===== config.mk =====
export PLATFORM = sky130hd
export DESIGN_NAME = bcp_mul
export DESIGN_NICKNAME = d
export VERILOG_FILES = /design/src/sv/bcp_pkg.sv /design/src/sv/bcp_mul.sv
export SDC_FILE = /design/constraint.sdc
export NUM_CORES = 2
export LEC_CHECK = 0
export BUFFER_PORTS_ARGS = -buffer_cell sky130_fd_sc_hd__buf_2
export CAP_MARGIN = 30
export CORE_AREA = 3 3 254 256
export DETAILED_ROUTE_END_ITERATION = 10
export DIE_AREA = 0 0 257 259
export GPL_ROUTABILITY_DRIVEN = 0
export GPL_TIMING_DRIVEN = 0
export PLACE_DENSITY_LB_ADDON = 0.2
export SYNTH_ARGS = -nofsm -noshare
export SYNTH_HDL_FRONTEND = slang
export SYNTH_SLANG_ARGS = --single-unit

===== constraint.sdc =====
create_clock -name clock -period 14.5 [get_ports clock]
set_input_delay 4.35 -clock clock [delete_from_list [all_inputs] [get_ports clock]]
set_output_delay 4.35 -clock clock [all_outputs]
set_load 0.02 [all_outputs]

===== src/sv/bcp_pkg.sv =====
// ----------------------------------------------------------------------------
// Balance cascade PID package
// Widths, constants, register indexes, multiplier operand codes and the
// control bundle shared by the sequencer and the top level.
// ----------------------------------------------------------------------------
package bcp_pkg;

   // Field widths of the stream beats and the register port.
   localparam int GAIN_W     = 32;
   localparam int ANGLE_W    = 18;
   localparam int SPD_W      = 16;
   localparam int RATE_W     = 16;
   localparam int LIM_W      = 8;
   localparam int DRIVE_W    = 14;
   localparam int REQ_W      = 88;
   localparam int RSP_W      = 32;
   localparam int CSR_ADDR_W = 3;
   localparam int CSR_DATA_W = 32;

   // Internal datapath widths, each sized to the range its value can reach.
   localparam int MUL_W   = 33;
   localparam int PROD_W  = 2 * MUL_W;
   localparam int ACC_W   = 64;
   localparam int ERR_W   = SPD_W + 2;
   localparam int NUM_W   = 21;
   localparam int NABS_W  = 20;
   localparam int FE_W    = 18;
   localparam int EI_W    = 15;
   localparam int SC_W    = 9;
   localparam int TABS_W  = 23;
   localparam int TURN_W  = 20;
   localparam int VEL_W   = 29;
   localparam int DWIDE_W = VEL_W + 9;
   localparam int DIFF_W  = 32;
   localparam int UPR_W   = 36;

   // Fixed-point shifts: Q11.20 gains, Q9.8 angles, combined gain and angle.
   localparam int GAIN_FRAC   = 20;
   localparam int ANGLE_FRAC  = 8;
   localparam int UPR_SHIFT   = 28;
   localparam int RECIP_SHIFT = 26;

   // Reciprocal of ten scaled by 2^26, exact for operands below about 11e6.
   localparam logic signed [MUL_W-1:0] RECIP10 = 33'sd6710887;

   // Command steps.
   localparam int SPEED_STEP = 25;
   localparam int STEER_STEP = 50;

   // Register indexes on the configuration port.
   localparam logic [CSR_ADDR_W-1:0] REG_BALANCE_ANGLE = 3'd0;
   localparam logic [CSR_ADDR_W-1:0] REG_UPRIGHT_P     = 3'd1;
   localparam logic [CSR_ADDR_W-1:0] REG_UPRIGHT_D     = 3'd2;
   localparam logic [CSR_ADDR_W-1:0] REG_SPEED_P       = 3'd3;
   localparam logic [CSR_ADDR_W-1:0] REG_SPEED_I       = 3'd4;
   localparam logic [CSR_ADDR_W-1:0] REG_STEER_P       = 3'd5;
   localparam logic [CSR_ADDR_W-1:0] REG_SPEED_LIMIT   = 3'd6;
   localparam logic [CSR_ADDR_W-1:0] REG_STEER_LIMIT   = 3'd7;

   // Register reset values.
   localparam logic signed [ANGLE_W-1:0] RST_BALANCE_ANGLE = 18'sd333;
   localparam logic signed [GAIN_W-1:0]  RST_UPRIGHT_P     = -32'sd241172480;
   localparam logic signed [GAIN_W-1:0]  RST_UPRIGHT_D     = -32'sd2726298;
   localparam logic signed [GAIN_W-1:0]  RST_SPEED_P       = 32'sd167772;
   localparam logic signed [GAIN_W-1:0]  RST_SPEED_I       = 32'sd839;
   localparam logic signed [GAIN_W-1:0]  RST_STEER_P       = 32'sd41943040;

   // Operand pair codes for the shared multiplier.
   localparam logic [2:0] MUL_STEER    = 3'd0;
   localparam logic [2:0] MUL_DIV_NUM  = 3'd1;
   localparam logic [2:0] MUL_DIV_TURN = 3'd2;
   localparam logic [2:0] MUL_SPEED_P  = 3'd3;
   localparam logic [2:0] MUL_SPEED_I  = 3'd4;
   localparam logic [2:0] MUL_UP_P     = 3'd5;
   localparam logic [2:0] MUL_UP_D     = 3'd6;

   // Step strobes from the sequencer to the datapath.
   typedef struct packed {
      logic       idle;
      logic       num_en;
      logic       steer_en;
      logic       filt_en;
      logic       intg_en;
      logic       turn_en;
      logic       velp_en;
      logic       veli_en;
      logic       vel_en;
      logic       diff_en;
      logic       upd_en;
      logic       ups_en;
      logic       upr_en;
      logic       mix_en;
      logic [2:0] mul_sel;
   } ctrl_type;

endpackage


===== src/sv/bcp_mul.sv =====
// ----------------------------------------------------------------------------
// Balance cascade PID shared multiplier
// Signed multiplier with a registered product, reused by every step that
// needs a product.
// ----------------------------------------------------------------------------
module bcp_mul (
   input  logic                                   clock,
   input  logic signed [bcp_pkg::MUL_W-1:0]        mul_a,
   input  logic signed [bcp_pkg::MUL_W-1:0]        mul_b,
   output logic signed [bcp_pkg::PROD_W-1:0]       prod_ff
);
   import bcp_pkg::*;

   logic signed [PROD_W-1:0] prod_in;

   // One product per cycle, held for the following step.
   assign prod_in = PROD_W'(mul_a) * PROD_W'(mul_b);

   always_ff @(posedge clock) begin
      prod_ff <= prod_in;
   end

endmodule


==> metrics.txt <==
Synth cell types=61; DR DRC count=0; RSZ-0062 raised after global routing=no; Detailed Route Iter0 Violations=3,230; worst slew pin tran=1110 ps; Max Transition Viols Final=0; vias in the first global route=32,595; Tcrit/Tclk final=89.9%; largest reg by FF count=prod_ff; wire length per cell=25.0 um; HPWL after DPL=116 mm; Arr. time, crit path=13,340 ps; syn nets=5,731; synthesized area=40,400 um^2; Mapped Cells=4,302; Hold Fails Final Rpt=0; Slew headroom=25.7%; CTS clk-pin slew, worst paths=70 ps; ANT nets after route=0; type of the worst setup path=primary input to flop; # IOs=133; Seq/Total Area, Yosys=3.27%; starting density of the core=64.3%; synth warn=0; clk root buf=clkbuf_16; CTS buffer count=9; status=complete, no violations; asr flop ratio synth=0%; # rows=92; Post-CTS Setup Inserts=0; Min Hold Slack=4380 ps; Setup TNS Final=0 ps; Worst EP required=14,810 ps; clock tree buffer depth=2; fraction of layout cells with a size suffix above 1=3.95%; Port-buffer cells=132; Post-synth EDFFs=0; synth-to-layout area growth=5.25%; FF+latch count, synth=66; Worst setup SP type=primary input; global route overflow=0; Die Span Y=259 um; # setup viols final=0; top_reg_cell synth=dfxtp_1; Max FO, Critical Path=17; # H-tree levels=3; Largest register FFs=66; minimum clock period=13,030 ps; Clock Sinks=66; worst hold path class=primary input to flop; Non-Filler Instances=5,315; die area=66,600 um^2; drt pass-1 iters=6; Max-Cap Viols=0; Placed Instances=5,282; GRT Overall Usage=41.9%; largest net degree at the start of global routing=24; initial antenna violation count=14; Hold-fix buffers, CTS=0; biggest regs=prod_ff x66; global-route wire length before repair=203 mm; Crit. End Element=flop; fmax=76.8 MHz; WL final=133 mm; die width=257 um; vias per cell=5.80; cts repair resizes=0; CTS tree=built; vias post-DR=30,814; Total Nets Final=5,878; Core Area=62,700 um^2; syn avg cell area=9.38 um^2
==> through the flow <==
stage	setup slack (ps)	area (um^2)	utilization, %
after floorplan	2930	40400	-
after global placement	1100	42100	67.1
after detailed placement	1050	42100	67.2
after CTS	1400	42400	67.6
after global routing	1150	42500	67.7
final	1470	42500	67.7
==> cells by family after synthesis <==
| logic type | Yosys count | synth area share, % |
|---|---|---|
| AO/OA/AOI/OAI | 217 | 3.60 |
| XOR/XNOR | 75 | 1.63 |
| flip-flops | 66 | 3.27 |
| AND/OR/NAND/NOR | 1228 | 15.4 |
| adder cells (fa/ha/maj) | 1362 | 63.5 |
| buffers and inverters | 1354 | 12.6 |
==> worst max-delay path, cell delays in order <==
cell and delay [ps]:
buf_2 250, clkbuf_1 660, nand2_1 200, inv_1 180, fa_1 500, fa_1 630
fa_1 670, fa_1 1260, fa_1 580, fa_1 510, fa_1 500, inv_1 50
fa_1 490, inv_1 50, ha_1 250, clkbuf_1 200, a21o_1 250, a211oi_1 330
a31oi_1 190, a211oi_2 510, o21ai_1 250, o41ai_2 300, xnor2_1 160
==> per-layer routing <==
metal	track usage [%]	routed length [um]	up-vias
li1	-	-	12509
met1	52.2	44800	15592
met2	59.7	55900	2079
met3	16.2	19400	630
met4	30.6	12600	4
met5	0	31	-
==> Yosys cell counts, types with 2 or more instances <==
cell      number  area share [%]
a211oi_1       5           0.093
a211oi_2       4            0.12
a21o_1        28            0.52
a21oi_1       73            0.91
a221o_1        3           0.074
a311o_1        2           0.050
a31oi_1        9            0.14
and2_1       562             8.7
and3_1         7            0.11
and4_1         7            0.15
clkbuf_1     220             2.0
dfxtp_1       66             3.3
fa_1        1145              57
ha_1         217             6.7
inv_1       1133              11
nand2_1      543             5.0
nand2b_1       9            0.14
nand3_1       18            0.22
nand3b_1       2           0.037
nand4_1        9            0.14
nor2_1        47            0.44
nor2b_1        3           0.046
nor3_1         7           0.087
nor4_1         5           0.077
o211ai_1       7            0.13
o21a_1         7            0.13
o21ai_0       37            0.46
o21ai_1        5           0.062
o21ba_2        3           0.074
o21bai_1       8            0.15
o221ai_1       2           0.043
o22ai_1        3           0.046
o41ai_2        2           0.081
or2_2          4           0.062
xnor2_1       55             1.2
xor2_1        20            0.43
==> layout by cell type (no fill, tap or decap), types with 28 or more instances in the layout <==
cell type     n
fa_1       1145
inv_1      1133
and2_1      562
nand2_1     543
clkbuf_1    220
ha_1        217
buf_2       132
a21oi_1      73
dfxtp_1      66
xnor2_1      55
nor2_1       47
o21ai_0      37
a21o_1       28
==> layout make-up <==
cell class | instances | area (um^2)
antenna | 15 | 37.5
tap | 846 | 1060
sequential | 66 | 1320
clock buffer | 11 | 253
clock inverter | 5 | 38.8
timing repair buffer | 136 | 733
inverter | 1133 | 4250
fill | 5031 | 20200
buffer | 221 | 837
multi-input combinational | 2882 | 34000
==> final timing paths <==
kind,slack (ps),startpoint,end,depth (start not counted)
worst max-delay path,1470,mul_a[32],prod_ff[59]$_DFF_P_,23
worst min-delay path,4380,mul_a[0],prod_ff[0]$_DFF_P_,2
Power is not shown: default switching activity piles up to over one toggle a cycle in this logic, so the estimate is an artifact.
