[config.mk]
export PLATFORM = sky130hd
export DESIGN_NAME = bcp_seq
export DESIGN_NICKNAME = d
export VERILOG_FILES = /design/src/sv/bcp_pkg.sv /design/src/sv/bcp_seq.sv
export SDC_FILE = /design/constraint.sdc
export NUM_CORES = 1
export LEC_CHECK = 0
export BUFFER_PORTS_ARGS = -buffer_cell sky130_fd_sc_hd__buf_2
export CORE_AREA = 5 5 42 44
export DETAILED_ROUTE_END_ITERATION = 7
export DIE_AREA = 0 0 47 49
export PLACE_DENSITY = 0.62
export REMOVE_ABC_BUFFERS = 1
export SLEW_MARGIN = 20
export SYNTH_ARGS = -nofsm -noshare
export SYNTH_HDL_FRONTEND = slang
export SYNTH_SLANG_ARGS = --single-unit
[constraint.sdc]
create_clock -name clock -period 0.86 [get_ports clock]
set_input_delay 0.086 -clock clock [delete_from_list [all_inputs] [get_ports clock]]
set_output_delay 0.086 -clock clock [all_outputs]
set_load 0.03 [all_outputs]
[src/sv/bcp_pkg.sv]
// ----------------------------------------------------------------------------
// Balance cascade PID package
// Widths, constants, register indexes, multiplier operand codes and the
// control bundle shared by the sequencer and the top level.
// ----------------------------------------------------------------------------
package bcp_pkg;

   // Field widths of the stream beats and the register port.
   localparam int GAIN_W     = 32;
   localparam int ANGLE_W    = 18;
   localparam int SPD_W      = 16;
   localparam int RATE_W     = 16;
   localparam int LIM_W      = 8;
   localparam int DRIVE_W    = 14;
   localparam int REQ_W      = 88;
   localparam int RSP_W      = 32;
   localparam int CSR_ADDR_W = 3;
   localparam int CSR_DATA_W = 32;

   // Internal datapath widths, each sized to the range its value can reach.
   localparam int MUL_W   = 33;
   localparam int PROD_W  = 2 * MUL_W;
   localparam int ACC_W   = 64;
   localparam int ERR_W   = SPD_W + 2;
   localparam int NUM_W   = 21;
   localparam int NABS_W  = 20;
   localparam int FE_W    = 18;
   localparam int EI_W    = 15;
   localparam int SC_W    = 9;
   localparam int TABS_W  = 23;
   localparam int TURN_W  = 20;
   localparam int VEL_W   = 29;
   localparam int DWIDE_W = VEL_W + 9;
   localparam int DIFF_W  = 32;
   localparam int UPR_W   = 36;

   // Fixed-point shifts: Q11.20 gains, Q9.8 angles, combined gain and angle.
   localparam int GAIN_FRAC   = 20;
   localparam int ANGLE_FRAC  = 8;
   localparam int UPR_SHIFT   = 28;
   localparam int RECIP_SHIFT = 26;

   // Reciprocal of ten scaled by 2^26, exact for operands below about 11e6.
   localparam logic signed [MUL_W-1:0] RECIP10 = 33'sd6710887;

   // Command steps.
   localparam int SPEED_STEP = 25;
   localparam int STEER_STEP = 50;

   // Register indexes on the configuration port.
   localparam logic [CSR_ADDR_W-1:0] REG_BALANCE_ANGLE = 3'd0;
   localparam logic [CSR_ADDR_W-1:0] REG_UPRIGHT_P     = 3'd1;
   localparam logic [CSR_ADDR_W-1:0] REG_UPRIGHT_D     = 3'd2;
   localparam logic [CSR_ADDR_W-1:0] REG_SPEED_P       = 3'd3;
   localparam logic [CSR_ADDR_W-1:0] REG_SPEED_I       = 3'd4;
   localparam logic [CSR_ADDR_W-1:0] REG_STEER_P       = 3'd5;
   localparam logic [CSR_ADDR_W-1:0] REG_SPEED_LIMIT   = 3'd6;
   localparam logic [CSR_ADDR_W-1:0] REG_STEER_LIMIT   = 3'd7;

   // Register reset values.
   localparam logic signed [ANGLE_W-1:0] RST_BALANCE_ANGLE = 18'sd333;
   localparam logic signed [GAIN_W-1:0]  RST_UPRIGHT_P     = -32'sd241172480;
   localparam logic signed [GAIN_W-1:0]  RST_UPRIGHT_D     = -32'sd2726298;
   localparam logic signed [GAIN_W-1:0]  RST_SPEED_P       = 32'sd167772;
   localparam logic signed [GAIN_W-1:0]  RST_SPEED_I       = 32'sd839;
   localparam logic signed [GAIN_W-1:0]  RST_STEER_P       = 32'sd41943040;

   // Operand pair codes for the shared multiplier.
   localparam logic [2:0] MUL_STEER    = 3'd0;
   localparam logic [2:0] MUL_DIV_NUM  = 3'd1;
   localparam logic [2:0] MUL_DIV_TURN = 3'd2;
   localparam logic [2:0] MUL_SPEED_P  = 3'd3;
   localparam logic [2:0] MUL_SPEED_I  = 3'd4;
   localparam logic [2:0] MUL_UP_P     = 3'd5;
   localparam logic [2:0] MUL_UP_D     = 3'd6;

   // Step strobes from the sequencer to the datapath.
   typedef struct packed {
      logic       idle;
      logic       num_en;
      logic       steer_en;
      logic       filt_en;
      logic       intg_en;
      logic       turn_en;
      logic       velp_en;
      logic       veli_en;
      logic       vel_en;
      logic       diff_en;
      logic       upd_en;
      logic       ups_en;
      logic       upr_en;
      logic       mix_en;
      logic [2:0] mul_sel;
   } ctrl_type;

endpackage

[src/sv/bcp_seq.sv]
// ----------------------------------------------------------------------------
// Balance cascade PID sequencer
// Walks one control tick through its fixed list of steps and selects the
// multiplier operands for each step.
// ----------------------------------------------------------------------------
module bcp_seq (
   input  logic              clock,
   input  logic              reset,
   input  logic              start,
   input  logic              out_free,
   output bcp_pkg::ctrl_type ctrl
);
   import bcp_pkg::*;

   localparam logic [3:0] ST_IDLE  = 4'd0;
   localparam logic [3:0] ST_NUM   = 4'd1;
   localparam logic [3:0] ST_STEER = 4'd2;
   localparam logic [3:0] ST_FILT  = 4'd3;
   localparam logic [3:0] ST_INTG  = 4'd4;
   localparam logic [3:0] ST_TURN  = 4'd5;
   localparam logic [3:0] ST_VELP  = 4'd6;
   localparam logic [3:0] ST_VELI  = 4'd7;
   localparam logic [3:0] ST_VEL   = 4'd8;
   localparam logic [3:0] ST_DIFF  = 4'd9;
   localparam logic [3:0] ST_UPP   = 4'd10;
   localparam logic [3:0] ST_UPD   = 4'd11;
   localparam logic [3:0] ST_UPS   = 4'd12;
   localparam logic [3:0] ST_UPR   = 4'd13;
   localparam logic [3:0] ST_MIX   = 4'd14;

   logic [3:0] state_ff;
   logic [3:0] state_in;

   // Next step: a straight walk, waiting only for a beat and a free output.
   always_comb begin
      case (state_ff)
         ST_IDLE:  state_in = start ? ST_NUM : ST_IDLE;
         ST_NUM:   state_in = ST_STEER;
         ST_STEER: state_in = ST_FILT;
         ST_FILT:  state_in = ST_INTG;
         ST_INTG:  state_in = ST_TURN;
         ST_TURN:  state_in = ST_VELP;
         ST_VELP:  state_in = ST_VELI;
         ST_VELI:  state_in = ST_VEL;
         ST_VEL:   state_in = ST_DIFF;
         ST_DIFF:  state_in = ST_UPP;
         ST_UPP:   state_in = ST_UPD;
         ST_UPD:   state_in = ST_UPS;
         ST_UPS:   state_in = ST_UPR;
         ST_UPR:   state_in = ST_MIX;
         ST_MIX:   state_in = out_free ? ST_IDLE : ST_MIX;
         default:  state_in = ST_IDLE;
      endcase
   end

   always_ff @(posedge clock) begin
      if (reset) begin
         state_ff <= ST_IDLE;
      end else begin
         state_ff <= state_in;
      end
   end

   // Step strobes and multiplier operand selection.
   always_comb begin
      ctrl         = '0;
      ctrl.mul_sel = MUL_STEER;
      case (state_ff)
         ST_IDLE:  ctrl.idle = 1'b1;
         ST_NUM:   ctrl.num_en = 1'b1;
         ST_STEER: begin
            ctrl.steer_en = 1'b1;
            ctrl.mul_sel  = MUL_DIV_NUM;
         end
         ST_FILT:  ctrl.filt_en = 1'b1;
         ST_INTG:  begin
            ctrl.intg_en = 1'b1;
            ctrl.mul_sel = MUL_DIV_TURN;
         end
         ST_TURN:  begin
            ctrl.turn_en = 1'b1;
            ctrl.mul_sel = MUL_SPEED_P;
         end
         ST_VELP:  begin
            ctrl.velp_en = 1'b1;
            ctrl.mul_sel = MUL_SPEED_I;
         end
         ST_VELI:  ctrl.veli_en = 1'b1;
         ST_VEL:   ctrl.vel_en = 1'b1;
         ST_DIFF:  ctrl.diff_en = 1'b1;
         ST_UPP:   ctrl.mul_sel = MUL_UP_P;
         ST_UPD:   begin
            ctrl.upd_en  = 1'b1;
            ctrl.mul_sel = MUL_UP_D;
         end
         ST_UPS:   ctrl.ups_en = 1'b1;
         ST_UPR:   ctrl.upr_en = 1'b1;
         ST_MIX:   ctrl.mix_en = 1'b1;
         default:  ctrl.idle = 1'b0;
      endcase
   end

endmodule
==> flow_metrics.env <==
export IMPL_drive_gt1_share_pct=80.2
export IMPL_firstDrtPassIters=4
export IMPL_hpwl_um=810
export IMPL_vias=499
export IMPL_cp_start_kind="flop"
export IMPL_clockPowerShare_pct=22.7
export IMPL_final_common_cell="buf_4"
export IMPL_grt_max_degree=9
export IMPL_largest_reg_flops=4
export IMPL_combPwrFrac_pct=54.4
export IMPL_core_um2=1400
export IMPL_wl_per_cell_um=16.6
export IMPL_synth_seq_area_share_pct=21.9
export IMPL_final_setup_tns_ns=-7.74
export IMPL_nNetsFinal=87
export IMPL_pwr_share_seq_pct=22.8
export IMPL_hold_viol_final=0
export IMPL_netlist_instances=43
export IMPL_yosysUniqueCellTypes=21
export IMPL_cpPeakStageDelay_ns=0.39
export IMPL_clock_sinks=4
export IMPL_r2r_start="state_ff[1]"
export IMPL_vias_per_cell=5.14
export IMPL_die_h_um=49
export IMPL_startpoint="state_ff[3]"
export IMPL_fin_crit_sh_pct=163
export IMPL_relSlewSlack_pct=82.5
export IMPL_numPortBuffers=20
export IMPL_p_int_mw=0.651
export IMPL_synth_area_um2=365
export IMPL_dieArea_um2=2300
export IMPL_hold_path_class="input port to flop"
export IMPL_grt_ovfl_total=0
export IMPL_drc=0
export IMPL_path_cells="or3b_1 -> a21boi_1 -> buf_4"
export IMPL_violations="negative setup slack"
export IMPL_status="finished, violations left"
export IMPL_ys_ff_latch=4
export IMPL_total_power_mw=1.05
export IMPL_multi_input_area_um2=358
export IMPL_cp_required_ns=0.77
export IMPL_fp_dieW_um=47
export IMPL_p_leak_nw=0.378
export IMPL_synth_warnings=0
export IMPL_clock_skew_ns=0.00392
export IMPL_postRouteAntennaNets=0
export IMPL_cp_max_fo=7
export IMPL_diodes=0
export IMPL_clockBufferDepth=2
export IMPL_largest_register="state_ff"
export IMPL_rsz0062_at_grt="yes"
export IMPL_setup_viol=21
export IMPL_cts_buffers=3
export IMPL_endpoint_kind="output port"
export IMPL_syn_avg_cell_area_um2=8.50
export IMPL_insertion_delay_ns=0.24
export IMPL_switching_share_pct=37.9
export IMPL_worstPathArrival_ns=1.32
export IMPL_drt_iter0_markers=16
export IMPL_grt_antenna_before_repair=0
export IMPL_min_from="out_free"
export IMPL_crit_type="flop to output port"
export IMPL_area_growth_pct=125
export IMPL_initial_core_util_pct=26.1
export IMPL_root_buffer="clkbuf_4"
export IMPL_fillers=110
export IMPL_num_rows=14
export IMPL_tritoncts="built"
export IMPL_switchingPower_mw=0.397
export IMPL_ir_drop_v=0.000596
export IMPL_routed_wl_um=1610
export IMPL_htreeDepth=1
export IMPL_tightestPinTransition_ns=0.260
export IMPL_io_pins=21
export IMPL_finalMaxSlewViolations=0
export IMPL_finalWeightedCongestion=0.750
export IMPL_layout_common_cells="26 x buf_4, 9 x buf_6, 6 x nor2_1"
export IMPL_max_cap_violations=0
export IMPL_slowest_stage="or3b_1"
export IMPL_post_route_min_period_ns=1.40
export IMPL_power_density_nw_per_um2=1280
export IMPL_ff_latch_area_um2=90.1
export IMPL_grt_pass1_vias=509
export IMPL_fin_ws_ns=-0.542
export IMPL_dp_slack_ns=-0.307
export IMPL_grt_usage_pct=14.2
export IMPL_top_regs="state_ff (4)"
export IMPL_path_clk_slew_ns=0.04
export IMPL_grt_pass1_wl_um=2310
export IMPL_max_freq_mhz=713
## power by group through the flow
| stage | Clock, mW | Combinational [mW] | Sequential [mW] |
|---|---|---|---|
| final | 0.238 | 0.571 | 0.239 |
| after global routing | 0.252 | 0.597 | 0.241 |
| after CTS | 0.238 | 0.533 | 0.236 |
| after detailed placement | 0 | 0.358 | 0.229 |
| after global placement | 0 | 0.357 | 0.228 |
| after floorplan | 0 | 0.176 | 0.250 |
## per-layer routing
layer | vias up | track usage [%] | routed length, µm
met3 | 6 | 5.90 | 108
li1 | 239 | - | -
met1 | 233 | 15.2 | 620
met2 | 21 | 21.9 | 831
met5 | - | 0 | 0
met4 | 0 | 8.76 | 48
## cells in the mapped netlist
master	count	area share, %
nand2b_2	2	4.8
o22ai_1	2	3.4
buf_6	1	3.1
or3b_1	1	2.4
o32ai_2	1	4.5
nor2_1	7	7.2
nand2_1	2	2.1
a21o_1	1	2.1
buf_4	3	6.2
a21boi_1	1	2.1
dfxtp_1	4	22
o211a_1	1	2.7
a21oi_2	1	2.4
a2111oi_2	1	4.1
nand2b_1	2	3.4
nor3_1	6	8.2
xnor2_1	1	2.4
and2_1	1	1.7
a311oi_2	2	8.2
nand2b_4	1	3.8
nor4_1	2	3.4
## final cells by class
type                            count  share of cell area (%)
Multi-Input combinational cell     35                    43.5
Sequential cell                     4                    11.0
Clock buffer                        3                    2.74
Tap cell                           16                    2.44
Timing Repair Buffer               39                    40.3
## through the flow
stage	instances	util (%)	cell area (µm²)	hold WS (ns)
3_3_place_gp	87	39.6	554	0.329
3_5_place_dp	87	39.6	554	0.334
2_1_floorplan	39	-	332	0.154
5_1_grt	97	58.7	822	0.107
6_report	97	58.7	822	0.109
4_1_cts	96	56.7	795	0.0731
## critical path: cells and delay by family (launching register included)
kind	cells	cell delay [ns]
buffers and inverters	1	0.19
DFF	1	0.34
AOI/OAI and AO/OA	1	0.16
and+or+nand+nor	1	0.39
## worst paths after layout
| path | to | cells past startpoint | slack [ns] |
|---|---|---|---|
| max | ctrl[2] | 3 | -0.54 |
| min | state_ff[1] | 2 | 0.11 |
| max reg2reg | state_ff[1] | 5 | -0.34 |
| min reg2reg | state_ff[2] | 2 | 0.64 |
## kinds of logic (layout without fill, tap and decap cells)
kind of cell / count (synthesis) / count (layout) / share of synthesized area [%]
AND/OR/NAND/NOR: 24 / 24 / 37.0
AO/OA/AOI/OAI: 10 / 10 / 29.5
flip-flops: 4 / 4 / 21.9
buffers and inverters: 4 / 42 / 9.25
XOR/XNOR: 1 / 1 / 2.40
## what timing repair did
| item | CTS | global route |
|---|---|---|
| cloned | 0 | 0 |
| hold buffers | 0 | 0 |
| gates resized for setup | 45 | 4 |
| pin swaps | 10 | 3 |
| setup endpoints to repair | 21 | 21 |
| setup buffers | 6 | 1 |
Note: power is estimated with default switching activity, not from simulation.
